--- src/rtl/slr_pkg.sv ---
package slr_pkg;

  // Widths fixed by the channel fields.
  localparam int FIELD_W       = 16;
  localparam int WIDE_SAMPLE_W = 24;

  // Shift amounts for the rounded quotients and rounded square roots.
  localparam int RND_SHIFT = 17;
  localparam int R_SHIFT   = 62;
  localparam int T_SHIFT   = 34;

  localparam int MIN_PAIRS = 3;

  localparam logic [31:0] LIM_POS = 32'h7FFF_FFFF;
  localparam logic [31:0] LIM_NEG = 32'h8000_0000;
  localparam logic [31:0] LIM_R   = 32'h4000_0000;

  typedef enum logic [1:0] {
    STAT_OK   = 2'd0,
    STAT_FEW  = 2'd1,
    STAT_FLAT = 2'd2
  } slr_status_e;

  typedef enum logic [2:0] {
    OP_MUL  = 3'b001,
    OP_DIV  = 3'b010,
    OP_SQRT = 3'b100
  } slr_op_e;

  typedef struct packed {
    logic signed [FIELD_W-1:0] x_sample;
    logic signed [FIELD_W-1:0] y_sample;
    logic                      last_pair;
  } slr_in_t;

  typedef struct packed {
    logic signed [31:0] slope_out;
    logic signed [31:0] intercept_out;
    logic signed [31:0] r_value;
    logic signed [31:0] t_stat;
    logic [30:0]        std_error;
    logic [1:0]         status;
  } slr_out_t;

  typedef struct packed {
    logic    start;
    slr_op_e op;
  } slr_unit_req_t;

  typedef struct packed {
    logic start;
    logic clear;
  } slr_acc_ctl_t;

endpackage

--- src/rtl/slr_accum.sv ---
module slr_accum #(
  parameter int MAX_PAIRS   = 1024,
  parameter int SAMPLE_BITS = 16
) (
  input  logic                                       clk,
  input  logic                                       rst_n,
  input  slr_pkg::slr_acc_ctl_t                      ctl,
  input  logic signed [SAMPLE_BITS-1:0]              x_in,
  input  logic signed [SAMPLE_BITS-1:0]              y_in,
  output logic                                       busy,
  output logic [$clog2(MAX_PAIRS+1)-1:0]             count,
  output logic signed [SAMPLE_BITS+$clog2(MAX_PAIRS+1)-1:0]   sum_x,
  output logic signed [SAMPLE_BITS+$clog2(MAX_PAIRS+1)-1:0]   sum_y,
  output logic signed [2*SAMPLE_BITS+$clog2(MAX_PAIRS+1)-1:0] sum_xx,
  output logic signed [2*SAMPLE_BITS+$clog2(MAX_PAIRS+1)-1:0] sum_yy,
  output logic signed [2*SAMPLE_BITS+$clog2(MAX_PAIRS+1)-1:0] sum_xy
);
  import slr_pkg::*;

  localparam int CW  = $clog2(MAX_PAIRS + 1);
  localparam int SXW = SAMPLE_BITS + CW;
  localparam int SQW = 2 * SAMPLE_BITS + CW;
  localparam int BCW = $clog2(SAMPLE_BITS + 1);

  logic [CW-1:0]          count_r;
  logic signed [SXW-1:0]  sx_r, sy_r;
  logic signed [SQW-1:0]  sxx_r, syy_r, sxy_r;
  logic signed [SQW-1:0]  mcx_r, mcy_r;
  logic [SAMPLE_BITS-1:0] xb_r, yb_r;
  logic [BCW-1:0]         bit_r;
  logic                   en_r, busy_r;

  logic                   last_bit;
  logic signed [SQW-1:0]  term_xx, term_yy, term_xy;

  // The top multiplier bit carries negative weight.
  always_comb begin
    last_bit = (bit_r == BCW'(1));
    term_xx  = '0;
    term_yy  = '0;
    term_xy  = '0;
    if (xb_r[0]) begin
      term_xx = last_bit ? -mcx_r : mcx_r;
    end
    if (yb_r[0]) begin
      term_yy = last_bit ? -mcy_r : mcy_r;
      term_xy = last_bit ? -mcx_r : mcx_r;
    end
  end

  always_ff @(posedge clk) begin
    if (!rst_n) begin
      count_r <= '0;
      sx_r    <= '0;
      sy_r    <= '0;
      sxx_r   <= '0;
      syy_r   <= '0;
      sxy_r   <= '0;
      busy_r  <= 1'b0;
      en_r    <= 1'b0;
      bit_r   <= '0;
    end else if (ctl.clear) begin
      count_r <= '0;
      sx_r    <= '0;
      sy_r    <= '0;
      sxx_r   <= '0;
      syy_r   <= '0;
      sxy_r   <= '0;
    end else if (ctl.start) begin
      busy_r <= 1'b1;
      bit_r  <= BCW'(SAMPLE_BITS);
      en_r   <= (count_r < CW'(MAX_PAIRS));
      mcx_r  <= SQW'(x_in);
      mcy_r  <= SQW'(y_in);
      xb_r   <= x_in;
      yb_r   <= y_in;
      if (count_r < CW'(MAX_PAIRS)) begin
        count_r <= count_r + CW'(1);
        sx_r    <= sx_r + SXW'(x_in);
        sy_r    <= sy_r + SXW'(y_in);
      end
    end else if (busy_r) begin
      if (en_r) begin
        sxx_r <= sxx_r + term_xx;
        syy_r <= syy_r + term_yy;
        sxy_r <= sxy_r + term_xy;
      end
      mcx_r <= mcx_r <<< 1;
      mcy_r <= mcy_r <<< 1;
      xb_r  <= xb_r >> 1;
      yb_r  <= yb_r >> 1;
      bit_r <= bit_r - BCW'(1);
      if (last_bit) begin
        busy_r <= 1'b0;
      end
    end
  end

  assign busy   = busy_r;
  assign count  = count_r;
  assign sum_x  = sx_r;
  assign sum_y  = sy_r;
  assign sum_xx = sxx_r;
  assign sum_yy = syy_r;
  assign sum_xy = sxy_r;

endmodule

--- config.mk ---
export PLATFORM = sky130hd
export DESIGN_NAME = slr_accum
export DESIGN_NICKNAME = d
export VERILOG_FILES = /design/src/rtl/slr_pkg.sv /design/src/rtl/slr_accum.sv
export SDC_FILE = /design/constraint.sdc
export NUM_CORES = 1
export LEC_CHECK = 0
export CORE_ASPECT_RATIO = 2
export CORE_UTILIZATION = 58
export CTS_CLUSTER_SIZE = 40
export DETAILED_ROUTE_END_ITERATION = 12
export DONT_BUFFER_PORTS = 1
export GPL_ROUTABILITY_DRIVEN = 0
export HOLD_SLACK_MARGIN = 0.08
export PLACE_DENSITY = 0.77
export SLEW_MARGIN = 10
export SYNTH_ARGS = -nofsm -noshare
export SYNTH_HDL_FRONTEND = slang
export SYNTH_SLANG_ARGS = --single-unit
--- constraint.sdc ---
create_clock -name clk -period 7.75 [get_ports clk]
set_input_delay 0.3875 -clock clk [delete_from_list [all_inputs] [get_ports clk]]
set_output_delay 0.3875 -clock clk [all_outputs]
set_load 0.02 [all_outputs]
==> results of run 1 <==
-- cells in the mapped netlist, types with 55 or more instances --
cell	number
clkbuf_1	133
dfxtp_1	201
and2_1	76
nand3_1	57
nor2b_1	79
nor2_1	142
xor2_1	55
a21oi_1	280
xnor2_1	162
edfxtp_1	118
inv_1	180
a21o_1	112
o21ai_0	274
ha_1	183
nand2_1	393
-- cells by family after synthesis --
group	count (synthesis)	synth area share (%)
buffers and inverters	322	5.12
xor gates and xnor gates	218	8.11
AOI/OAI and AO/OA	946	24.6
and+or+nand+nor	958	19.6
muxes	8	0.350
DFF	319	32.0
adders and majority gates	188	10.1
-- flip-flops by register name, indices dropped and copies added (netlist names) --
name and flops:
bit_r 5, busy 1, count 11, en_r 1
mcx_r 43, mcy_r 43, sum_x 27, sum_xx 43
sum_xy 43, sum_y 27, sum_yy 43, xb_r 16
yb_r 16
-- per-stage QoR --
step           utilization, %  hold slack [ns]  power, mW  instance area (um^2)
2_1_floorplan               -            0.472       2.25                 23600
3_3_place_gp             59.5            0.482       2.35                 23900
3_5_place_dp             59.5            0.496       2.36                 23900
4_1_cts                  62.6           0.0800       4.08                 25200
5_1_grt                  62.6           0.0868       4.20                 25200
6_report                 62.6           0.0952       4.08                 25200
-- worst max-delay path, delay by kind of cell, from the launching register on --
| kind | cells | cell delay [ns] |
|---|---|---|
| AOI/OAI and AO/OA | 7 | 2.50 |
| DFF | 1 | 0.39 |
| xor gates and xnor gates | 2 | 0.65 |
| adders and majority gates | 2 | 0.59 |
| buffers and inverters | 1 | 0.48 |
| and+or+nand+nor | 5 | 0.83 |
-- layout by cell type, fill, tap and decap left out, drive strengths merged, types with 7 or more instances in the layout --
cell | synthesis | layout
nand2 | 394 | 394
o211ai | 18 | 18
dlygate4sd3 | 0 | 10
nand3 | 57 | 57
nor2 | 143 | 143
a31oi | 36 | 36
nor3 | 32 | 32
xor2 | 55 | 55
a21o | 112 | 112
inv | 180 | 181
edfxtp | 118 | 118
or3 | 29 | 29
nor4 | 17 | 17
nor2b | 79 | 79
dfxtp | 201 | 201
a21boi | 11 | 11
nand4 | 34 | 34
or4 | 7 | 7
a41oi | 10 | 10
nand2b | 33 | 33
a211oi | 33 | 33
ha | 183 | 183
o31ai | 21 | 21
and3 | 28 | 28
a22o | 7 | 7
xnor2 | 163 | 163
o21a | 30 | 30
o41ai | 13 | 13
nand3b | 9 | 9
clkbuf | 133 | 55
and2 | 77 | 77
o21ai | 278 | 278
o21bai | 35 | 35
buf | 9 | 15
a21oi | 280 | 280
-- routing by layer --
metal	global-route usage, %	vias to the layer above	wire length, um	share of wire [%]
met5	0	-	12	0.016
met4	29.9	2	7110	9.7
met3	8.40	365	5040	6.9
met2	63.4	886	37400	51
met1	33.0	10288	23700	32
li1	-	10354	-	-
-- path summary, 6_finish.rpt --
| path | endpoint | start | cells past startpoint |
|---|---|---|---|
| worst max-delay path | sum_xx[35]$_SDFFE_PP0P_ | bit_r[0]$_SDFFE_PN0P_ | 17 |
| worst min-delay path | mcy_r[6]$_DFFE_PP_ | y_in[6] | 2 |
| worst max register to register | sum_xx[35]$_SDFFE_PP0P_ | bit_r[0]$_SDFFE_PN0P_ | 17 |
| worst min register to register | en_r$_SDFFE_PN0P_ | en_r$_SDFFE_PN0P_ | 1 |
-- final cells by class --
type | count | area (um^2) | area share [%]
Timing Repair Buffer | 25 | 213 | 0.845
Multi-Input combinational cell | 2318 | 14900 | 59.2
Inverter | 180 | 676 | 2.68
Clock buffer | 55 | 1060 | 4.20
Sequential cell | 319 | 7570 | 30.1
Clock inverter | 7 | 100 | 0.398
Antenna cell | 1 | 2.50 | 0.00994
Tap cell | 530 | 663 | 2.63
-- power by group through the flow --
stage               combinational (mW)  clock (mW)  sequential (mW)
finish                           0.500        1.74             1.84
global route                     0.552        1.80             1.85
CTS                              0.493        1.75             1.84
detailed placement               0.484           0             1.88
global placement                 0.468           0             1.88
floorplan                        0.383           0             1.87
==> metrics.cfg, run 1 <==
[global_route]
track_usage_pct = 35.3
grt_max_degree = 153
grt.overflow.total = 0
grt_pass1_wl_um = 114000
grt_antenna_before_repair = 1
grt_pass1_vias = 21704

[clocking]
cts_hold_buf = 10
cts_buffer_depth = 3
clock_latency_ns = 0.54
post_cts_buffers = 0
cts_tree = built
root_buffer = clkbuf_16
cts_max_level = 2
clkTransAtPathRegs_ns = 0.06
post_cts_resized = 0
cts_buffers = 34
clock-sinks = 319

[sta]
fin_setup_tns_ns = 0
final_max_slew_viol_count = 0
worstMarginPinSlew_ns = 1.27
min_period_over_period_pct = 72.2
max_freq_mhz = 179
finalSetupViolCount = 0
rsz0062_at_grt = false
finalHoldViolations = 0
relSlewSlack_pct = 14.7
min_period_ns = 5.59
setup_ws_ns = 2.16
clock_skew_ns = 0.0224

[yosys]
yosys_warnings = 0
async_flop_share_pct = 0
yosys_most_used_dff = dfxtp_1
synth_seq_cells = 319
yosys.area.top_type = dfxtp_1
synth_edf_count = 118
synth_area_leaders = dfxtp_1 17%, edfxtp_1 15%, ha_1 9.7%
synthDistinctLibCells = 79
seq_area_frac_synth_pct = 32.0
synth_nets = 3183
synth_cells = 2959
synth_area_um2 = 23600
netlist.area_leader.share_pct = 17.0
synth_area_per_cell_um2 = 7.98

[power_and_ir_drop]
p_seq_share_pct = 45.2
switching_share_pct = 26.9
worst_ir_drop_vdd_v = 0.000243
leakage_nw = 10.6
power_frac_comb_pct = 12.3
power.share.clock_pct = 42.5
powerDensity_nw_per_um2 = 162
power.switching_mw = 1.10
intPower_mw = 2.98

[setup_path]
path_max_fanout = 53
cpPeakStageDelay_ns = 0.98
reg2reg_slack_ns = 2.16
end_kind = flop
start_kind = flop
critical_path.cell_chain = ha_1, nor4b_4, buf_4, o21ai_0, xnor2_1, nor2b_1, ha_1, nand2_1, o21ai_0, a221oi_1, nand3_1, o21ai_0, o31ai_1, nand4_1, o21bai_1, xor2_1, a22o_1
crit_required_ns = 8.19
worstPathArrival_ns = 6.03
critical_path_class = flop to flop
critPathMostFrequentCell = o21ai_0
critPathSlowestCell = o21ai_0

[min_path]
hp-class = input pin to flop

[route]
drtIter0Drc = 1253
firstDrtPassIters = 6
post_drt_wl_per_cell_um = 21.3
vias = 21895
drc_errors = 0
antenna_left = 0
via_per_inst = 6.37
wl_um = 73300

[placement]
port_buffers = 0
dp_cells = 3362
pre_cts_ws_ns = 2.56
hpwlAfterDp_um = 53900

[floorplanning]
fp.dieW_um = 145
coreArea_um2 = 40200
die_h_um = 287
fp-row-count = 104
start_util_pct = 58.8
die-area_um2 = 41600
ios = 231

[flow_run]
max_cap_violations = 0

[finish]
final_cells = 3435
syn_to_final_growth_pct = 6.57
num-fill-cells = 3494
drive_above_1_share_pct = 3.31
layout.nets = 3102

[outcome]
status = complete, no violations

(Power assumes the default switching activity.)
==> run 2, diff against run 1 <==
==> constraint.sdc (replaced) <==
create_clock -name clk -period 5.3 [get_ports clk]
set_input_delay 0.265 -clock clk [delete_from_list [all_inputs] [get_ports clk]]
set_output_delay 0.265 -clock clk [all_outputs]
set_load 0.02 [all_outputs]
==> run 2 against run 1 <==
  * Combinational power increased by 55%
  * Clock skew fell by 0.0016 ns
  * Via count increased by 1.1%
  * Highest routed layer unchanged
  * Largest cell class unchanged
  * Critical endpoint is now sum_yy[39]$_SDFFE_PP0P_
  * Die area stayed put
  * Non-clock buffer count rose by 42
==> metrics.cfg, run 2 (synthesis results as in run 1) <==
[finish]
seq_area_um2 = 7570
drive_above_1_share_pct = 4.21
multi_input_area_um2 = 15000
syn_to_final_growth_pct = 8.45
layout_commonest_cell = nand2_1
fin_area_um2 = 25600
most-common-layout-cells = 393 x nand2_1, 279 x a21oi_1, 272 x o21ai_0
layout.nets = 3144
num-fill-cells = 3435

[floorplanning]
ios = 231
die-area_um2 = 41600
start_util_pct = 58.8
die_h_um = 287
fp-row-count = 104
fp.dieW_um = 145
coreArea_um2 = 40200

[clocking]
root_buffer = clkbuf_16
clkTransAtPathRegs_ns = 0.06
clock-sinks = 319
cts_tree = built
clock_latency_ns = 0.55
cts_buffer_depth = 3
cts_max_level = 2
cts_buffers = 34

[power_and_ir_drop]
leakage_nw = 10.8
power.share.clock_pct = 41.4
power.switching_mw = 1.64
switching_share_pct = 27.6
intPower_mw = 4.29
p_seq_share_pct = 45.5
powerDensity_nw_per_um2 = 231
worst_ir_drop_vdd_v = 0.000274
power_frac_comb_pct = 13.1

[setup_path]
critical_path.cell_chain = or4_1, nor4_2, buf_4, nand2_1, o21ai_0, xnor2_1, and2_1, ha_1, a21o_1, a21oi_1, nor2b_1, a311o_1, a31oi_1, o21ai_0, a211oi_1, a21oi_1, xnor2_1, o21ai_0
reg2reg_slack_ns = 0.22
cp.depth = 18
critPathMostFrequentCell = o21ai_0
path_buf_inv = 1
regToRegStartpoint = mcy_r[6]$_DFFE_PP_
critical_path_class = flop to flop
worstPathArrival_ns = 5.48
end_kind = flop
start_kind = flop
crit_required_ns = 5.70
r2r-end = sum_yy[39]$_SDFFE_PP0P_
path_max_fanout = 8
critPathTopFamily = compound AO/OA/AOI/OAI gates
cpPeakStageDelay_ns = 0.60
critPathSlowestCell = or4_1
worst-r2r-cell-count = 18

[sta]
holdWs_ns = 0.0950
worstMarginPinSlew_ns = 1.12
final_max_slew_viol_count = 0
min_period_over_period_pct = 95.9
clock_skew_ns = 0.0207
max_freq_mhz = 197
relSlewSlack_pct = 24.8
rsz0062_at_grt = false
finalSetupViolCount = 0
min_period_ns = 5.08
fin_setup_tns_ns = 0
finalHoldViolations = 0

[placement]
port_buffers = 0
postPlaceCellArea_um2 = 24100
hpwlAfterDp_um = 54200

[global_route]
grt_antenna_before_repair = 4
grt_pass1_wl_um = 116000
track_usage_pct = 36.2
grt_pass1_vias = 22178
grt.overflow.total = 0
grt_max_degree = 144

[outcome]
status = complete, no violations

[route]
antenna_left = 0
drtIter0Drc = 1392
vias = 22141
wl_um = 74600
post_drt_wl_per_cell_um = 21.4
via_per_inst = 6.36
firstDrtPassIters = 7
drc_errors = 0

[min_path]
worstHoldEndpoint = en_r$_SDFFE_PN0P_
min_from = ctl[1]
hp-class = input pin to flop
whs_path_depth = 3

[flow_run]
max_cap_violations = 0

[run 2: area by class of cell]
| cell class | instances | area share (%) |
|---|---|---|
| diodes | 4 | 0.0391 |
| clock buffers | 49 | 3.96 |
| clock inverters | 12 | 0.347 |
| inverters | 180 | 2.64 |
| multi-input cells | 2318 | 58.4 |
| flip-flops and latches | 319 | 29.5 |
| well taps | 530 | 2.59 |
| repair buffers | 67 | 2.52 |
[run 2: worst max-delay path by stage]
stage,startpoint,slack (ns),to
3_3_place_gp,mcx_r[2]$_DFFE_PP_,0.32,sum_xx[42]$_SDFFE_PP0P_
3_5_place_dp,mcx_r[12]$_DFFE_PP_,0.21,sum_xx[42]$_SDFFE_PP0P_
4_1_cts,mcx_r[12]$_DFFE_PP_,0.18,sum_xx[42]$_SDFFE_PP0P_
2_1_floorplan,ctl[0],0.58,mcx_r[0]$_SDFFCE_PN0P_
5_1_grt,mcy_r[6]$_DFFE_PP_,0.01,sum_yy[39]$_SDFFE_PP0P_
6_report,mcy_r[6]$_DFFE_PP_,0.22,sum_yy[39]$_SDFFE_PP0P_
[run 2: power by group through the flow]
stage          sequential, mW  combinational (mW)  clock, mW
3_5_place_dp             2.75               0.713          0
5_1_grt                  2.70               0.854       2.57
4_1_cts                  2.70               0.762       2.48
2_1_floorplan            2.73               0.561          0
3_3_place_gp             2.75               0.690          0
6_report                 2.70               0.774       2.46
[run 2: worst reg2reg max path: cells and delay by family (launching register included)]
family,cells,cell delay [ns]
AOI/OAI and AO/OA,9,2.19
xor gates and xnor gates,2,0.35
adders and majority gates,1,0.35
buffers and inverters,1,0.21
DFF,1,0.42
and+or+nand+nor,5,1.41
[run 2: per-stage QoR]
stage                     total power [mW]  cells  util, %  worst slack, ns
final                                 5.93   3479     63.7            0.217
after CTS                             5.94   3474     63.5            0.183
after global placement                3.44   3378     59.9            0.316
after global routing                  6.13   3475     63.7           0.0107
after detailed placement              3.46   3378     59.9            0.208
after floorplan                       3.29   2959        -            0.584
[run 2: layer usage]
| metal | part of all wire [%] | global-route usage (%) | vias up |
|---|---|---|---|
| li1 | - | - | 10434 |
| met2 | 52 | 64.5 | 880 |
| met4 | 9.0 | 31.5 | 2 |
| met5 | 0.015 | 0 | - |
| met3 | 6.9 | 9.60 | 351 |
| met1 | 33 | 33.1 | 10474 |
[run 2: timing repair]
action	4_1_cts	5_1_grt
endpoints found under the hold margin	127	0
hold buffers	35	0
gates resized for setup	0	14
endpoints found under the setup margin	0	15
setup buffers	0	1
==> run 3, diff against run 2 <==
--- a/config.mk
+++ b/config.mk
@@ -6,6 +6,7 @@
 export NUM_CORES = 1
 export LEC_CHECK = 0
 export CORE_ASPECT_RATIO = 2
+export CORE_MARGIN = 2
 export CORE_UTILIZATION = 58
 export CTS_CLUSTER_SIZE = 40
 export DETAILED_ROUTE_END_ITERATION = 12
==> run 3 against run 2 <==
  * Setup slack got worse by 0.082 ns
  * Core utilization increased by 0.16 points
  * Non-clock buffer count is 3 lower
  * Flip-flop and latch count is the same
  * Register-to-register slack got worse by 0.08 ns
  * Design area is 0.25% higher
  * Largest cell class unchanged
  * Largest power group unchanged
==> metrics.cfg, run 3 (synthesis results as in run 1) <==
[route]
drc_errors = 0
post_drt_wl_per_cell_um = 21.1
wl_um = 73100
via_per_inst = 6.37
drtIter0Drc = 1176
firstDrtPassIters = 6
vias = 22123
antenna_left = 0

[finish]
seq_area_um2 = 7570
most-common-layout-cells = 393 x nand2_1, 280 x a21oi_1, 273 x o21ai_0
drive_above_1_share_pct = 4.21
final_cells = 3473
layout_commonest_cell = nand2_1
num-fill-cells = 3433
layout.nets = 3141
syn_to_final_growth_pct = 8.72
num_antenna_cells = 0
multi_input_area_um2 = 14900

[clocking]
cts_tree = built
cts_buffers = 34
clock-sinks = 319
cts_max_level = 2
cts_buffer_depth = 3
clock_latency_ns = 0.54
clkTransAtPathRegs_ns = 0.06
root_buffer = clkbuf_16

[sta]
final_max_slew_viol_count = 0
max_freq_mhz = 194
min_period_over_period_pct = 97.5
min_period_ns = 5.17
worstMarginPinSlew_ns = 1.18
finalSetupViolCount = 0
clock_skew_ns = 0.0210
fin_setup_tns_ns = 0
rsz0062_at_grt = false
relSlewSlack_pct = 21.2
finalHoldViolations = 0

[placement]
dp_cells = 3377
hpwlAfterDp_um = 54700
port_buffers = 0

[global_route]
grt_pass1_wl_um = 114000
track_usage_pct = 33.6
grt_pass1_vias = 22190
grt_max_degree = 138
grt_antenna_before_repair = 1
grt.overflow.total = 0

[setup_path]
critical_path_class = flop to flop
start_kind = flop
path_max_fanout = 6
worstPathArrival_ns = 5.57
end_kind = flop
crit_required_ns = 5.71

[power_and_ir_drop]
worst_ir_drop_vdd_v = 0.000272
leakage_nw = 10.8
powerDensity_nw_per_um2 = 239

[outcome]
status = complete, no violations

[floorplanning]
fp-row-count = 104
coreArea_um2 = 40200
die-area_um2 = 42500
ios = 231
start_util_pct = 58.8
fp.dieW_um = 147
die_h_um = 289

[flow_run]
max_cap_violations = 0

[min_path]
hp-class = input pin to flop

run 3: cell count changes in the layout (fill, tap and decap cells not counted), moves of 2 or more:
cell           before  now
bufinv_16           1    4
diode_2             4    0
clkbuf_1            8    6
dlygate4sd3_1      34   32
clkbuf_8            2    6
clkinv_1            4    2
inv_6               2    0
buf_12              3    1
run 3: stage by stage:
stage	hold WS (ns)	power, mW	util, %	setup WS [ns]	cell area [um^2]
3_5_place_dp	0.393	3.46	59.8	0.102	24000
4_1_cts	0.0813	6.16	63.8	0.0913	25600
3_3_place_gp	0.386	3.44	59.8	0.249	24000
5_1_grt	0.0893	6.35	63.9	0.00277	25700
2_1_floorplan	0.382	3.29	-	0.584	23600
6_report	0.0789	6.15	63.9	0.135	25700
run 3: worst max-delay path, cell delays in order (launching register included):
cell      delay, ns
edfxtp_1       0.42
inv_1          0.15
ha_1           0.18
nor3b_1        0.30
and2_1         0.27
and4b_1        0.31
a31oi_1        0.12
xnor2_1        0.24
nor2b_1        0.08
ha_1           0.36
a21oi_1        0.23
o21ai_0        0.29
a311oi_1       0.32
o21ai_0        0.35
a31oi_1        0.38
o21bai_1       0.19
o21a_1         0.26
a221oi_2       0.35
nand3b_1       0.16
nand3_1        0.08
run 3: final cells by class:
class / instances / area share, %
flip-flops and latches: 319 / 29.5
repair buffers: 64 / 2.31
multi-input cells: 2318 / 58.2
clock buffers: 51 / 4.21
well taps: 530 / 2.58
inverters: 180 / 2.63
clock inverters: 11 / 0.614
run 3: where the power goes:
| part | switching, mW | internal, mW | leakage [nW] | total (mW) |
|---|---|---|---|---|
| Combinational | 0.484 | 0.290 | 7.49 | 0.774 |
| Sequential | 0.0853 | 2.61 | 2.72 | 2.70 |
| Clock | 1.06 | 1.61 | 0.611 | 2.68 |
| Total | 1.63 | 4.51 | 10.8 | 6.15 |
run 3: worst paths after layout:
check / to / slack [ns] / cells after the start / start
max: sum_xy[41]$_SDFFE_PP0P_ / 0.13 / 19 / mcx_r[1]$_DFFE_PP_
min: mcx_r[13]$_DFFE_PP_ / 0.08 / 2 / x_in[13]
max reg2reg: sum_xy[41]$_SDFFE_PP0P_ / 0.13 / 19 / mcx_r[1]$_DFFE_PP_
min reg2reg: en_r$_SDFFE_PN0P_ / 0.51 / 1 / en_r$_SDFFE_PN0P_
run 3: routing by layer:
layer | routed length [um] | vias up | GRT usage [%]
met5 | 11 | - | 0
met4 | 6910 | 2 | 28.4
met3 | 4190 | 373 | 6.71
met2 | 38400 | 894 | 63.3
met1 | 23700 | 10431 | 30.4
li1 | - | 10423 | -
run 3: what timing repair did:
item,in CTS,in global routing
gates resized for setup,0,10
endpoints found under the setup margin,0,11
hold buffers,33,0
hold endpoints to repair,127,0
setup buffers,0,1
